--- config.mk ---
export PLATFORM = sky130hd
export DESIGN_NAME = sample_zone_selector_unit
export DESIGN_NICKNAME = d
export VERILOG_FILES = /design/src/szs_pkg.sv /design/src/szs_zone_mem.sv /design/src/szs_zone_eval.sv /design/src/sample_zone_selector_unit.sv
export VERILOG_INCLUDE_DIRS = /design/src /design/src/src
export SDC_FILE = /design/constraint.sdc
export NUM_CORES = 2
export LEC_CHECK = 0
export ABC_CLOCK_PERIOD_IN_PS = 5350
export BUFFER_PORTS_ARGS = -buffer_cell sky130_fd_sc_hd__buf_2
export CAP_MARGIN = 40
export CORE_MARGIN = 1
export CORE_UTILIZATION = 25
export DETAILED_ROUTE_END_ITERATION = 7
export GPL_TIMING_DRIVEN = 0
export PLACE_DENSITY = 0.49
export SLEW_MARGIN = 20
export SYNTH_ARGS = -nofsm -noshare
export SYNTH_HDL_FRONTEND = slang
export SYNTH_SLANG_ARGS = --single-unit
export TNS_END_PERCENT = 100
--- constraint.sdc ---
create_clock -name clock -period 5.35 [get_ports clock]
set_input_delay 0.8025 -clock clock [delete_from_list [all_inputs] [get_ports clock]]
set_output_delay 0.8025 -clock clock [all_outputs]
set_load 0.03 [all_outputs]
--- src/sample_zone_selector_unit_assert.svh ---
// Assertion macros shared by the sample zone selector RTL.
`ifndef SAMPLE_ZONE_SELECTOR_UNIT_ASSERT_SVH
`define SAMPLE_ZONE_SELECTOR_UNIT_ASSERT_SVH

// Same-cycle implication, disabled while reset is high.
`define SZS_ASSERT_NOW(label, clk, rst, cond, prop) \
   label: assert property (@(posedge clk) disable iff (rst) (cond) |-> (prop)) \
      else $error("szs check failed: label");

// Next-cycle implication, disabled while reset is high.
`define SZS_ASSERT_NEXT(label, clk, rst, cond, prop) \
   label: assert property (@(posedge clk) disable iff (rst) (cond) |=> (prop)) \
      else $error("szs check failed: label");

`endif

--- src/szs_pkg.sv ---
// Package: types, constants and scoring helpers for the sample zone selector.
`timescale 1ns / 1ps

package szs_pkg;

   localparam int MAX_ZONES_DEFAULT = 64;

   // item opcodes
   localparam logic OP_WRITE = 1'b0;
   localparam logic OP_QUERY = 1'b1;

   // register indexes (paddr[2])
   localparam logic REG_INSTRUMENT_KIND = 1'b0;
   localparam logic REG_ZONE_COUNT      = 1'b1;

   // instrument kinds
   localparam logic [1:0] KIND_OTHER  = 2'd0;
   localparam logic [1:0] KIND_GUITAR = 2'd1;
   localparam logic [1:0] KIND_BASS   = 2'd2;
   localparam logic [1:0] KIND_PIANO  = 2'd3;

   // penalties in half-semitone units
   localparam logic [8:0] GUITAR_SHARP_PENALTY    = 9'd5;
   localparam logic [8:0] GUITAR_REGISTER_PENALTY = 9'd10;
   localparam logic [8:0] BASS_FLAT_PENALTY       = 9'd3;
   localparam logic [8:0] BASS_STRETCH_PENALTY    = 9'd20;
   localparam logic [8:0] PIANO_STRETCH_PENALTY   = 9'd10;
   localparam logic [6:0] GUITAR_REGISTER_NOTE    = 7'd59;
   localparam logic [6:0] BASS_STRETCH_LIMIT      = 7'd12;
   localparam logic [6:0] PIANO_STRETCH_LIMIT     = 7'd7;
   localparam logic signed [3:0] GUITAR_LAST_STRING = 4'sd5;

   typedef struct packed {
      logic              op;
      logic [5:0]        zone_slot;
      logic [6:0]        zone_root;
      logic [6:0]        zone_low_velocity;
      logic [6:0]        zone_high_velocity;
      logic [6:0]        pitch;
      logic [6:0]        velocity;
      logic signed [3:0] string_number;
      logic [6:0]        anchor_key;
   } req_payload_type;

   typedef struct packed {
      logic       found;
      logic [5:0] chosen_slot;
      logic [8:0] chosen_score;
   } rsp_payload_type;

   typedef struct packed {
      logic [6:0] root;
      logic [6:0] low_velocity;
      logic [6:0] high_velocity;
   } zone_entry_type;

   // query context held for the length of a scan
   typedef struct packed {
      logic [1:0] kind;
      logic [6:0] pitch;
      logic [6:0] velocity;
      logic [6:0] anchor;
      logic       string_ok;
      logic [6:0] string_note;
   } query_ctx_type;

   typedef struct packed {
      logic clear;   // start of a query: drop all running winners
      logic sample;  // memory read data is valid this cycle
   } eval_ctrl_type;

   typedef enum logic [1:0] {
      ST_IDLE,
      ST_SCAN,
      ST_DRAIN,
      ST_FINISH
   } seq_state_type;

   function automatic logic [6:0] open_string_note(input logic [2:0] idx);
      logic [6:0] note;
      case (idx)
         3'd0: note = 7'd40;
         3'd1: note = 7'd45;
         3'd2: note = 7'd50;
         3'd3: note = 7'd55;
         3'd4: note = 7'd59;
         3'd5: note = 7'd64;
         default: note = 7'd0;
      endcase
      return note;
   endfunction

   function automatic logic [8:0] zone_score(input logic [1:0] kind,
                                             input logic [6:0] pitch,
                                             input logic [6:0] root);
      logic [6:0] semis;
      logic [8:0] score;
      semis = (pitch >= root) ? (pitch - root) : (root - pitch);
      score = {1'b0, semis, 1'b0};
      case (kind)
         KIND_GUITAR: begin
            if (pitch < root)
               score = score + GUITAR_SHARP_PENALTY;
            if (pitch < GUITAR_REGISTER_NOTE && root >= GUITAR_REGISTER_NOTE)
               score = score + GUITAR_REGISTER_PENALTY;
         end
         KIND_BASS: begin
            if (pitch > root)
               score = score + BASS_FLAT_PENALTY;
            if (semis > BASS_STRETCH_LIMIT)
               score = score + BASS_STRETCH_PENALTY;
         end
         KIND_PIANO: begin
            if (semis > PIANO_STRETCH_LIMIT)
               score = score + PIANO_STRETCH_PENALTY;
         end
         default: begin
         end
      endcase
      return score;
   endfunction

endpackage

--- src/szs_zone_mem.sv ---
// Zone table: single-port-write, registered-read synchronous memory.
`timescale 1ns / 1ps

module szs_zone_mem #(
   parameter int MAX_ZONES = 64,
   localparam int AW = (MAX_ZONES > 1) ? $clog2(MAX_ZONES) : 1
) (
   input  logic                    clock,
   input  logic                    wr_en,
   input  logic [AW-1:0]           wr_addr,
   input  szs_pkg::zone_entry_type wr_data,
   input  logic [AW-1:0]           rd_addr,
   output szs_pkg::zone_entry_type rd_data
);
   import szs_pkg::*;

   zone_entry_type mem_array [MAX_ZONES];
   zone_entry_type rd_data_ff;

   always_ff @(posedge clock) begin
      if (wr_en)
         mem_array[wr_addr] <= wr_data;
      rd_data_ff <= mem_array[rd_addr];
   end

   assign rd_data = rd_data_ff;

endmodule

--- src/szs_zone_eval.sv ---
// Per-zone scoring and running winners (anchor, open string, best score).
`timescale 1ns / 1ps

module szs_zone_eval #(
   parameter int MAX_ZONES = 64,
   localparam int AW = (MAX_ZONES > 1) ? $clog2(MAX_ZONES) : 1
) (
   input  logic                    clock,
   input  logic                    reset,
   input  szs_pkg::eval_ctrl_type  ctrl,
   input  logic [AW-1:0]           slot,
   input  szs_pkg::query_ctx_type  ctx,
   input  szs_pkg::zone_entry_type entry,
   output szs_pkg::rsp_payload_type result
);
   import szs_pkg::*;

   logic          anc_hit_ff, anc_hit_in;
   logic [AW-1:0] anc_slot_ff, anc_slot_in;
   logic          str_hit_ff, str_hit_in;
   logic [AW-1:0] str_slot_ff, str_slot_in;
   logic          have_ff, have_in;
   logic [AW-1:0] best_slot_ff, best_slot_in;
   logic [8:0]    best_score_ff, best_score_in;

   logic       eligible;
   logic [8:0] score;

   assign eligible = (ctx.velocity >= entry.low_velocity) &&
                     (ctx.velocity <= entry.high_velocity);
   assign score    = zone_score(ctx.kind, ctx.pitch, entry.root);

   always_comb begin
      anc_hit_in    = anc_hit_ff;
      anc_slot_in   = anc_slot_ff;
      str_hit_in    = str_hit_ff;
      str_slot_in   = str_slot_ff;
      have_in       = have_ff;
      best_slot_in  = best_slot_ff;
      best_score_in = best_score_ff;
      if (ctrl.clear) begin
         anc_hit_in = 1'b0;
         str_hit_in = 1'b0;
         have_in    = 1'b0;
      end else if (ctrl.sample && eligible) begin
         // first match wins for anchor and open string
         if (!anc_hit_ff && ctx.anchor != 7'd0 && entry.root == ctx.anchor) begin
            anc_hit_in  = 1'b1;
            anc_slot_in = slot;
         end
         if (!str_hit_ff && ctx.string_ok && entry.root == ctx.string_note) begin
            str_hit_in  = 1'b1;
            str_slot_in = slot;
         end
         // strict less-than keeps the earlier slot on ties
         if (!have_ff || score < best_score_ff) begin
            have_in       = 1'b1;
            best_slot_in  = slot;
            best_score_in = score;
         end
      end
   end

   always_ff @(posedge clock) begin
      if (reset) begin
         anc_hit_ff <= 1'b0;
         str_hit_ff <= 1'b0;
         have_ff    <= 1'b0;
      end else begin
         anc_hit_ff <= anc_hit_in;
         str_hit_ff <= str_hit_in;
         have_ff    <= have_in;
      end
   end

   always_ff @(posedge clock) begin
      anc_slot_ff   <= anc_slot_in;
      str_slot_ff   <= str_slot_in;
      best_slot_ff  <= best_slot_in;
      best_score_ff <= best_score_in;
   end

   always_comb begin
      if (anc_hit_ff)
         result = '{found: 1'b1, chosen_slot: 6'(anc_slot_ff), chosen_score: 9'd0};
      else if (str_hit_ff)
         result = '{found: 1'b1, chosen_slot: 6'(str_slot_ff), chosen_score: 9'd0};
      else if (have_ff)
         result = '{found: 1'b1, chosen_slot: 6'(best_slot_ff),
                    chosen_score: best_score_ff};
      else
         result = '{found: 1'b0, chosen_slot: 6'd0, chosen_score: 9'd0};
   end

endmodule

--- src/sample_zone_selector_unit.sv ---
// Sample zone selector: sampler key map with a zone table and a scanning scorer.
//
// Usage
//   req channel (req_valid / req_stall / req_data): one transfer per item.
//     op = write stores root and velocity window in zone_slot; no result.
//     op = query scans the zone table and produces exactly one rsp transfer.
//   rsp channel (rsp_valid / rsp_stall / rsp_data): found, chosen_slot and
//     chosen_score, held in an output register until taken.
//   APB port: register 0 at address 0 is instrument_kind, register 1 at
//     address 4 is zone_count; writes only while the block is idle.
// Sequence
//   A write is stored while the block stays idle; the next item can follow
//   immediately. A query with n = min(zone_count, MAX_ZONES) zones reads
//   one zone per cycle from the single table read port (ST_SCAN), lets the
//   last read land (ST_DRAIN), then loads the output register once it is
//   free (ST_FINISH) and raises rsp_valid; n = 0 goes straight to ST_FINISH.
//   req_stall stays high until the load, so the next item waits for it.
// Reset clears control state and both registers; the zone table is not
//   cleared and must be written before it is queried.
// A stalled result holds rsp_data; a finished scan waits for the output
//   register to free up, and new items are held off meanwhile.
`timescale 1ns / 1ps

module sample_zone_selector_unit #(
   parameter int MAX_ZONES = szs_pkg::MAX_ZONES_DEFAULT
) (
   input  logic                     clock,
   input  logic                     reset,
   // request channel
   input  logic                     req_valid,
   output logic                     req_stall,
   input  szs_pkg::req_payload_type req_data,
   // result channel
   output logic                     rsp_valid,
   input  logic                     rsp_stall,
   output szs_pkg::rsp_payload_type rsp_data,
   // configuration port
   input  logic                     psel,
   input  logic                     penable,
   input  logic                     pwrite,
   input  logic [2:0]               paddr,
   input  logic [31:0]              pwdata,
   output logic [31:0]              prdata,
   output logic                     pready
);
   import szs_pkg::*;

   `include "sample_zone_selector_unit_assert.svh"

   localparam int AW = (MAX_ZONES > 1) ? $clog2(MAX_ZONES) : 1;
   // wide enough for both zone_count and MAX_ZONES itself
   localparam int NW = ($clog2(MAX_ZONES + 1) > 7) ? $clog2(MAX_ZONES + 1) : 7;
   localparam int SW = ($clog2(MAX_ZONES + 1) > 6) ? $clog2(MAX_ZONES + 1) : 6;

   // ---------------------------------------------------------------------
   // configuration registers
   // ---------------------------------------------------------------------
   logic [1:0] kind_ff;
   logic [6:0] count_ff;
   logic       cfg_write;

   assign pready    = 1'b1;
   assign cfg_write = psel && penable && pwrite && pready;

   always_ff @(posedge clock) begin
      if (reset) begin
         kind_ff  <= KIND_OTHER;
         count_ff <= 7'd0;
      end else if (cfg_write) begin
         case (paddr[2])
            REG_INSTRUMENT_KIND: kind_ff  <= pwdata[1:0];
            REG_ZONE_COUNT:      count_ff <= pwdata[6:0];
            default: begin
            end
         endcase
      end
   end

   always_comb begin
      case (paddr[2])
         REG_INSTRUMENT_KIND: prdata = 32'(kind_ff);
         REG_ZONE_COUNT:      prdata = 32'(count_ff);
         default:             prdata = 32'd0;
      endcase
   end

   // ---------------------------------------------------------------------
   // sequencer
   // ---------------------------------------------------------------------
   seq_state_type   state_ff, state_in;
   logic [AW-1:0]   idx_ff, idx_in;
   logic [AW-1:0]   last_ff, last_in;
   query_ctx_type   ctx_ff, ctx_in;
   logic            sample_ff, sample_in;
   logic [AW-1:0]   sample_slot_ff;
   logic            rsp_valid_ff, rsp_valid_in;
   rsp_payload_type rsp_data_ff;
   logic            rsp_load;

   logic            req_take;
   logic            mem_we;
   logic [NW-1:0]   zone_total;
   logic            string_ok;
   eval_ctrl_type   eval_ctrl;
   zone_entry_type  mem_rdata;
   zone_entry_type  mem_wdata;
   rsp_payload_type eval_result;

   assign req_stall = (state_ff != ST_IDLE);
   assign req_take  = req_valid && !req_stall;

   // writes beyond the table are dropped
   assign mem_we = req_take && (req_data.op == OP_WRITE) &&
                   (SW'(req_data.zone_slot) < SW'(MAX_ZONES));
   assign mem_wdata = '{root:          req_data.zone_root,
                        low_velocity:  req_data.zone_low_velocity,
                        high_velocity: req_data.zone_high_velocity};

   assign zone_total = (NW'(count_ff) > NW'(MAX_ZONES)) ? NW'(MAX_ZONES)
                                                         : NW'(count_ff);
   assign string_ok  = (kind_ff == KIND_GUITAR) && !req_data.string_number[3] &&
                       (req_data.string_number <= GUITAR_LAST_STRING);

   always_comb begin
      state_in     = state_ff;
      idx_in       = idx_ff;
      last_in      = last_ff;
      ctx_in       = ctx_ff;
      sample_in    = 1'b0;
      rsp_load     = 1'b0;
      rsp_valid_in = rsp_valid_ff && rsp_stall;
      eval_ctrl    = '{clear: 1'b0, sample: sample_ff};
      case (state_ff)
         ST_IDLE: begin
            if (req_take && req_data.op == OP_QUERY) begin
               eval_ctrl.clear = 1'b1;
               idx_in          = '0;
               last_in         = AW'(zone_total - NW'(1));
               ctx_in          = '{kind:        kind_ff,
                                   pitch:       req_data.pitch,
                                   velocity:    req_data.velocity,
                                   anchor:      req_data.anchor_key,
                                   string_ok:   string_ok,
                                   string_note: open_string_note(
                                                   req_data.string_number[2:0])};
               state_in        = (zone_total == '0) ? ST_FINISH : ST_SCAN;
            end
         end
         ST_SCAN: begin
            // address idx_ff goes to the memory; its data is scored next cycle
            sample_in = 1'b1;
            if (idx_ff == last_ff)
               state_in = ST_DRAIN;
            else
               idx_in = idx_ff + AW'(1);
         end
         ST_DRAIN: begin
            state_in = ST_FINISH;
         end
         ST_FINISH: begin
            if (!rsp_valid_ff || !rsp_stall) begin
               rsp_load     = 1'b1;
               rsp_valid_in = 1'b1;
               state_in     = ST_IDLE;
            end
         end
         default: begin
            state_in = ST_IDLE;
         end
      endcase
   end

   always_ff @(posedge clock) begin
      if (reset) begin
         state_ff     <= ST_IDLE;
         sample_ff    <= 1'b0;
         rsp_valid_ff <= 1'b0;
      end else begin
         state_ff     <= state_in;
         sample_ff    <= sample_in;
         rsp_valid_ff <= rsp_valid_in;
      end
   end

   always_ff @(posedge clock) begin
      idx_ff         <= idx_in;
      last_ff        <= last_in;
      ctx_ff         <= ctx_in;
      sample_slot_ff <= idx_ff;
      if (rsp_load)
         rsp_data_ff <= eval_result;
   end

   assign rsp_valid = rsp_valid_ff;
   assign rsp_data  = rsp_data_ff;

   // ---------------------------------------------------------------------
   // zone table and scorer
   // ---------------------------------------------------------------------
   szs_zone_mem #(
      .MAX_ZONES (MAX_ZONES)
   ) u_zone_mem (
      .clock   (clock),
      .wr_en   (mem_we),
      .wr_addr (AW'(req_data.zone_slot)),
      .wr_data (mem_wdata),
      .rd_addr (idx_ff),
      .rd_data (mem_rdata)
   );

   szs_zone_eval #(
      .MAX_ZONES (MAX_ZONES)
   ) u_zone_eval (
      .clock  (clock),
      .reset  (reset),
      .ctrl   (eval_ctrl),
      .slot   (sample_slot_ff),
      .ctx    (ctx_ff),
      .entry  (mem_rdata),
      .result (eval_result)
   );

   // ---------------------------------------------------------------------
   // checks
   // ---------------------------------------------------------------------
   `SZS_ASSERT_NOW(a_empty_result_zero, clock, reset,
      rsp_valid && !rsp_data.found,
      rsp_data.chosen_slot == 6'd0 && rsp_data.chosen_score == 9'd0)
   `SZS_ASSERT_NEXT(a_query_goes_busy, clock, reset,
      req_valid && !req_stall && req_data.op == OP_QUERY,
      req_stall)
   `SZS_ASSERT_NOW(a_write_only_idle, clock, reset,
      mem_we, state_ff == ST_IDLE && !sample_ff)
   `SZS_ASSERT_NEXT(a_load_makes_valid, clock, reset,
      state_ff == ST_FINISH && (!rsp_valid || !rsp_stall),
      rsp_valid && state_ff == ST_IDLE)

endmodule

Word level (Yosys, flattened, before mapping)
Memories as Yosys holds them, arrays and structs flattened. A register that Yosys moved wholly into a read port is not among the register bits.
Index checks and enable logic that the tools add are counted.
W data, S select, Z words.
- equal/unequal tests: 19
- magnitude comparators: 12
- $add $sub $neg: 9
- bitwise operators: 4
- reduce and logical (&&, ||, !) cells: 44
- muxes and demuxes: 32
- operators with widths (cell ; count):
    $pmux W32 S2 ; 1
    $mux W9 ; 7
    $pmux W7 S6 ; 1
    $mux W15 ; 2
    $pmux W9 S3 ; 1
    $mux W16 ; 1
    $logic_and A1 B1 Y1 ; 15
    $reduce_and A3 Y1 ; 5
    $eq A7 B7 Y1 ; 2
    $ge A7 B7 Y1 ; 2
    $mux W7 ; 2
    $sub A7 B7 Y7 ; 2
    $mux W6 ; 2
    $pmux W6 S2 ; 1
    $reduce_and A2 Y1 ; 6
    $add A8 B2 Y9 const B ; 1
    $add A8 B3 Y9 const B ; 1
    $add A8 B4 Y9 const B ; 1
    $add A9 B4 Y9 const B ; 1
    $add A9 B5 Y9 const B ; 1
    $lt A9 B9 Y1 ; 1
    $mux W1 ; 9
    $eq A2 B2 Y1 const B ; 4
    $mux W2 ; 4
    28 further kinds ; 47
- logic and storage cells: 145
- flip-flop bits (word level): 108
- RAM bits: 1344
- memories kept: 1
- memory list (memory ; depth ; width ; rd ports ; clocked after Yosys merged registers in ; write ports ; line ; source):
    u_zone_mem.mem_array ; 64 ; 21 ; 1 ; 1 ; 1 ; szs_zone_mem.sv:17 ; zone_entry_type mem_array [MAX_ZONES];

Longest topological paths before layout
- depth in word-level cells: 11
- mapped depth: 22
- mapped depth without buffers: 22

Modules after synthesis
A second synthesis with hierarchy kept.
- cell total of the unflattened synthesis: 2851
- area total of the unflattened synthesis: 58588.7 µm²
- by module, submodules not included (module ; cells an instance ; area an instance (µm²) ; times used):
    szs_zone_mem ; 2190 ; 51717.1 ; 1
    szs_zone_eval ; 433 ; 3739.8 ; 1
    sample_zone_selector_unit ; 228 ; 3131.8 ; 1

Worst setup path after synthesis
OpenSTA, ideal clock, no wires.
- path type: register to register
- from: register ctx_ff[22] in the netlist's numbering
- to: register u_zone_eval.best_score_ff[0], enable pin
- slack: -540 ps
- clock period less this slack: 5890 ps
- buffers on the path: 1
- arrival time: 5479 ps
- library setup time: 411 ps
- cell stages (with the launch flop): 23
- data required time: 4939 ps
- cell sequence: edfxtp_1 -> inv_1 -> ha_1 -> buf_6 -> nand2b_4 -> a211o_1 -> a21oi_4 -> mux2i_4 -> clkinv_2 -> ha_1 -> inv_1 -> nor3_1 -> xnor2_1 -> or2_2 -> and3b_1 -> o311ai_0 -> nand3_1 -> ha_1 -> a21o_1 -> a21o_1 -> a21oi_1 -> nor2b_1 -> a211oi_1
- word-level cells in the longest chain between the ends: 11
- elaborated cells on any way between the ends: 26
- ends and longest elaborated chain (what ; line ; source):
    from (decl) ; sample_zone_selector_unit.sv:93 ; query_ctx_type ctx_ff, ctx_in;
    from (signal assigned) ; sample_zone_selector_unit.sv:188 ; ctx_ff <= ctx_in;
    $sub A7 B7 Y7 or $ge A7 B7 Y1 (tied branches) ; szs_pkg.sv:98 ; semis = (pitch >= root) ? (pitch - root) : (root - pitch);
    $mux W7 ; szs_pkg.sv:98 ;
    $add A8 B2 Y9 or $add A8 B3 Y9 (tied branches) ; szs_pkg.sv:109, szs_pkg.sv:103 ;
    $mux W9 (on tied branches) ; szs_pkg.sv:108, szs_pkg.sv:102 ;
    $mux W9 ; szs_pkg.sv:100 ; case (kind)
    $add A9 B5 Y9 or $add A9 B4 Y9 (tied branches) ; szs_pkg.sv:111, szs_pkg.sv:105 ;
    $mux W9 (on tied branches) ; szs_pkg.sv:110, szs_pkg.sv:104 ;
    $pmux W9 S3 (*) ; szs_pkg.sv:100 ;
    named net u_zone_eval.score[6] ; szs_zone_eval.sv:27 ; logic [8:0] score;
    $lt A9 B9 Y1 (*) ; szs_zone_eval.sv:56 ; if (!have_ff || score < best_score_ff) begin
    $logic_or A1 B1 Y1 (*) ; szs_zone_eval.sv:56 ;
    $reduce_and A3 Y1 (no source line) (*) ; - ;
    to (signal assigned) ; szs_zone_eval.sv:80 ; best_score_ff <= best_score_in;
    to (decl) ; szs_zone_eval.sv:24 ; logic [8:0] best_score_ff, best_score_in;
The timed path passes the listed nets; every way through them passes the cells marked *. The select of a mux whose other input is x is not followed.
A chain may end at the register's enable or synchronous reset.

Worst setup path in the final report
- from: register ctx_ff[22] in the netlist's numbering
- to: register u_zone_eval.best_slot_ff[4], enable pin
- word-level cells in the longest chain between the ends: 11
- elaborated cells on any way between the ends: 26
- ends and longest elaborated chain (what ; line ; source):
    $sub A7 B7 Y7 or $ge A7 B7 Y1 (tied branches) ; szs_pkg.sv:98 ;
    $mux W7 ; szs_pkg.sv:98 ;
    $add A8 B2 Y9 or $add A8 B3 Y9 (tied branches) ; szs_pkg.sv:109, szs_pkg.sv:103 ;
    $mux W9 (on tied branches) ; szs_pkg.sv:108, szs_pkg.sv:102 ;
    $mux W9 ; szs_pkg.sv:100 ;
    $add A9 B5 Y9 or $add A9 B4 Y9 (tied branches) ; szs_pkg.sv:111, szs_pkg.sv:105 ;
    $mux W9 (on tied branches) ; szs_pkg.sv:110, szs_pkg.sv:104 ;
    $pmux W9 S3 (*) ; szs_pkg.sv:100 ;
    named net u_zone_eval.score[2] ; szs_zone_eval.sv:27 ;
    $lt A9 B9 Y1 (*) ; szs_zone_eval.sv:56 ;
    $logic_or A1 B1 Y1 (*) ; szs_zone_eval.sv:56 ;
    $reduce_and A3 Y1 (no source line) (*) ; - ;
    to (signal assigned) ; szs_zone_eval.sv:79 ; best_slot_ff <= best_slot_in;
    to (decl) ; szs_zone_eval.sv:23 ; logic [AW-1:0] best_slot_ff, best_slot_in;
Marked as above.

==> impl_results.md <==
* Ys Warns at 0
* Synth Area per Inst at 22.0 sq um
* Root Driver: clkbuf_16
* RSZ-0062 raised after global routing: false
* H-tree levels at 4
* Routability cong. at 0.810
* CP max FO at 10
* Min-Delay Path Class: in -> reg
* Initial Utilization at 0.252
* DIE AREA at 234000 sq um
* Std-Cell Rows at 176
* Critical path class: reg -> reg
* Mapped Cells at 2639
* Fmax achieved at 197 MHz
* Worst hold path endpoint: ctx_ff[22]
* Total power at 36300 uW
* Asr flop ratio synth at 0
* Io pins at 146
* GRT Total Usage at 0.135
* Clock Latency Late Sink at 770 ps
* Post-synthesis cell type count at 72
* Sequential share of the synthesized area at 0.753
* Core Region at 231000 sq um
* EDFF count, synth at 1429
* Seq cells post-synth at 1472
* # setup viols final at 0
* PwrDens at 513 nW/um^2
* Reg-to-Reg End: u_zone_eval.best_slot_ff[4]
* LEAKAGE at 0.0220 uW
* Required time worst endpoint at 5830 ps
* Vias per cell at 4.58
* DR vias at 28500
* WL per Instance at 25.5 um
* Routed Antenna Nets at 0
* CTS max path bufs at 3
* Worst Tran Pin Value at 934 ps
* Die W at 484 um
* Worst Clk Skew at 30.9 ps
* Final Hold Vio Count at 0
* Worst R2R Path Depth at 19
* Synth top area share at 0.738
* Vias in the first global route at 29000
* Grt total ovfl at 0
* Hold Crit Start: req_data[18]
* Initial antenna violation count at 21
* Maximum vdd drop at 0.348 mV
* Total clock sinks at 1472
* PortBufs at 88
* Reg2Reg Setup Slack at 270 ps
* Largest net degree at the start of global routing at 65
* Status: completed
* Area leader, netlist: edfxtp_1
* Crit share post-route at 0.950
* Hold Path Depth at 1
* Residual DRC at 0
* Most frequent cells in the layout: edfxtp_1, mux4_2, clkbuf_16
* Total Wirelength at 158000 um
* Layout Area Growth over Synthesis at 21.5%
* Period minus WS final at 5080 ps
* Setup tns final at 0 ps
* Worst Path Arrival at 5560 ps
* Clock transition at path regs at 50 ps
* Post-CTS Hold Buffers at 0
* Setup crit end kind: flop
* Final HPWL DP at 110000 um
* Router iterations before antenna repair at 7
* CTS tree: done
* Iteration-0 DRC Markers at 2966
* Slew Limit Fails at 0
* First-pass GRT wire length at 225000 um
* Nets at 3202
* Layout cell share with drive strength beyond 1 at 0.329
* Top_reg_cell synth: edfxtp_1
* Worst flop-to-flop path startpoint: ctx_ff[22]
* Netlist Area Pre-Place at 58100 sq um
* Top area cells in the synthesized netlist: edfxtp_1, mux4_2, dfxtp_1
* Chip Height at 484 um
* Commonest non-fill, non-tap cell in the layout: edfxtp_1
* Total CTS buffers at 152
* Startpoint Class: flop
* Maxcap violations at 0
* Filler instances at 22000
* Slew Limit Headroom at 0.378
-- routing by layer --
layer,wire (um),global-route usage,vias to the layer above
met5,36,0,-
met4,2730,0.0298,6
met3,8940,0.0237,196
met2,74500,0.214,874
met1,72300,0.192,15500
li1,-,-,11900
-- through the flow --
stage                     hold WS (ps)  setup slack, ps  instances   util  area [sq um]
after global placement             355             -983       5777  0.271         62500
after detailed placement           360             -818       5911  0.284         65500
final                              211              268       6214  0.306         70600
after CTS                          143             13.8       6189  0.305         70300
after floorplan                    346              178       2663      -         58200
after global routing               166             17.9       6204  0.306         70600
-- flip-flops by register name, summed over array words and instances, names as in the netlist, 6 cells and up --
name,flops
idx_ff,6
ctx_ff,30
u_zone_eval.anc_slot_ff,6
u_zone_mem.mem_array,1344
u_zone_eval.str_slot_ff,6
count_ff,7
u_zone_eval.best_score_ff,9
u_zone_mem.rd_data,21
u_zone_eval.best_slot_ff,6
last_ff,6
rsp_data,16
sample_slot_ff,6
-- cells by family (layout without fill, tap and decap cells) --
family,Yosys count,count (layout),synth area share
buffers and inverters,205,719,0.0153
other,2,37,0.000129
AND/OR/NAND/NOR,268,268,0.0229
XOR/XNOR,41,41,0.00631
flip-flops,1472,1472,0.753
AO/OA/AOI/OAI,148,148,0.0180
multiplexers,454,454,0.174
adder cells (fa/ha/maj),49,49,0.0108
-- synthesized netlist by cell type, types with 4 or more instances --
library cell and number:
a211oi_1 8, a21o_1 18, a21oi_1 31, a22oi_1 8
a32oi_1 4, and2_1 22, buf_1 36, buf_2 4
buf_4 27, clkbuf_1 82, dfxtp_1 43, edfxtp_1 1429
ha_1 47, inv_1 52, mux2_2 4, mux2i_1 7
mux4_2 442, nand2_1 50, nand2b_1 6, nand3_1 17
nand3b_1 8, nand4_1 13, nor2_1 92, nor2b_1 14
nor3_1 20, nor3b_1 4, nor4_1 4, o211ai_1 5
o21a_1 9, o21ai_0 24, or3_1 4, xnor2_1 27
xor2_1 13
-- report_power, final --
part / switching (uW) / internal, uW
sequential: 180 / 13000
combinational: 7280 / 5480
clock: 4450 / 5900
total: 11900 / 24400
-- layout make-up --
cell class / instances / area, sq um / area share
Timing Repair Buffer: 241 / 3210 / 0.0455
Antenna cell: 11 / 27.5 / 0.000390
Clock buffer: 192 / 4050 / 0.0573
Tap cell: 3026 / 3790 / 0.0536
Inverter: 55 / 210 / 0.00298
Buffer: 150 / 696 / 0.00985
Clock inverter: 81 / 719 / 0.0102
Sequential cell: 1472 / 43800 / 0.620
Multi-Input combinational cell: 986 / 14200 / 0.200
-- timing repair --
| item | 4_1_cts | 5_1_grt |
|---|---|---|
| setup endpoints to repair | 15 | 15 |
| cloned | 0 | 0 |
| pin swaps | 3 | 3 |
| setup buffers | 5 | 3 |
| resized for setup | 7 | 19 |
-- worst max-delay path, cell delays in order (launching register included) --
cell and delay (ps):
edfxtp_1 420, inv_2 100, ha_1 240, buf_6 150, nand2b_4 150, a211o_4 360
a21oi_4 170, buf_4 190, mux2i_1 270, xor2_2 290, buf_2 280, and4_1 280
o32ai_1 110, o21a_1 210, o31a_1 310, ha_1 290, a21o_1 160, a211o_1 330
a211oi_4 310, buf_6 180
-- worst max-delay path by stage --
stage	startpoint	to	cells after the start
final	ctx_ff[22]	u_zone_eval.best_slot_ff[4]	19
after global routing	u_zone_mem.rd_data[14]	u_zone_eval.best_slot_ff[4]	22
after CTS	ctx_ff[22]	u_zone_eval.best_score_ff[1]	23
after detailed placement	u_zone_mem.rd_data[14]	u_zone_eval.best_slot_ff[3]	22
after global placement	u_zone_mem.rd_data[14]	u_zone_eval.best_slot_ff[3]	21
after floorplan	ctx_ff[22]	u_zone_eval.best_score_ff[0]	22
No activity file was read; power rests on OpenSTA's default activity.
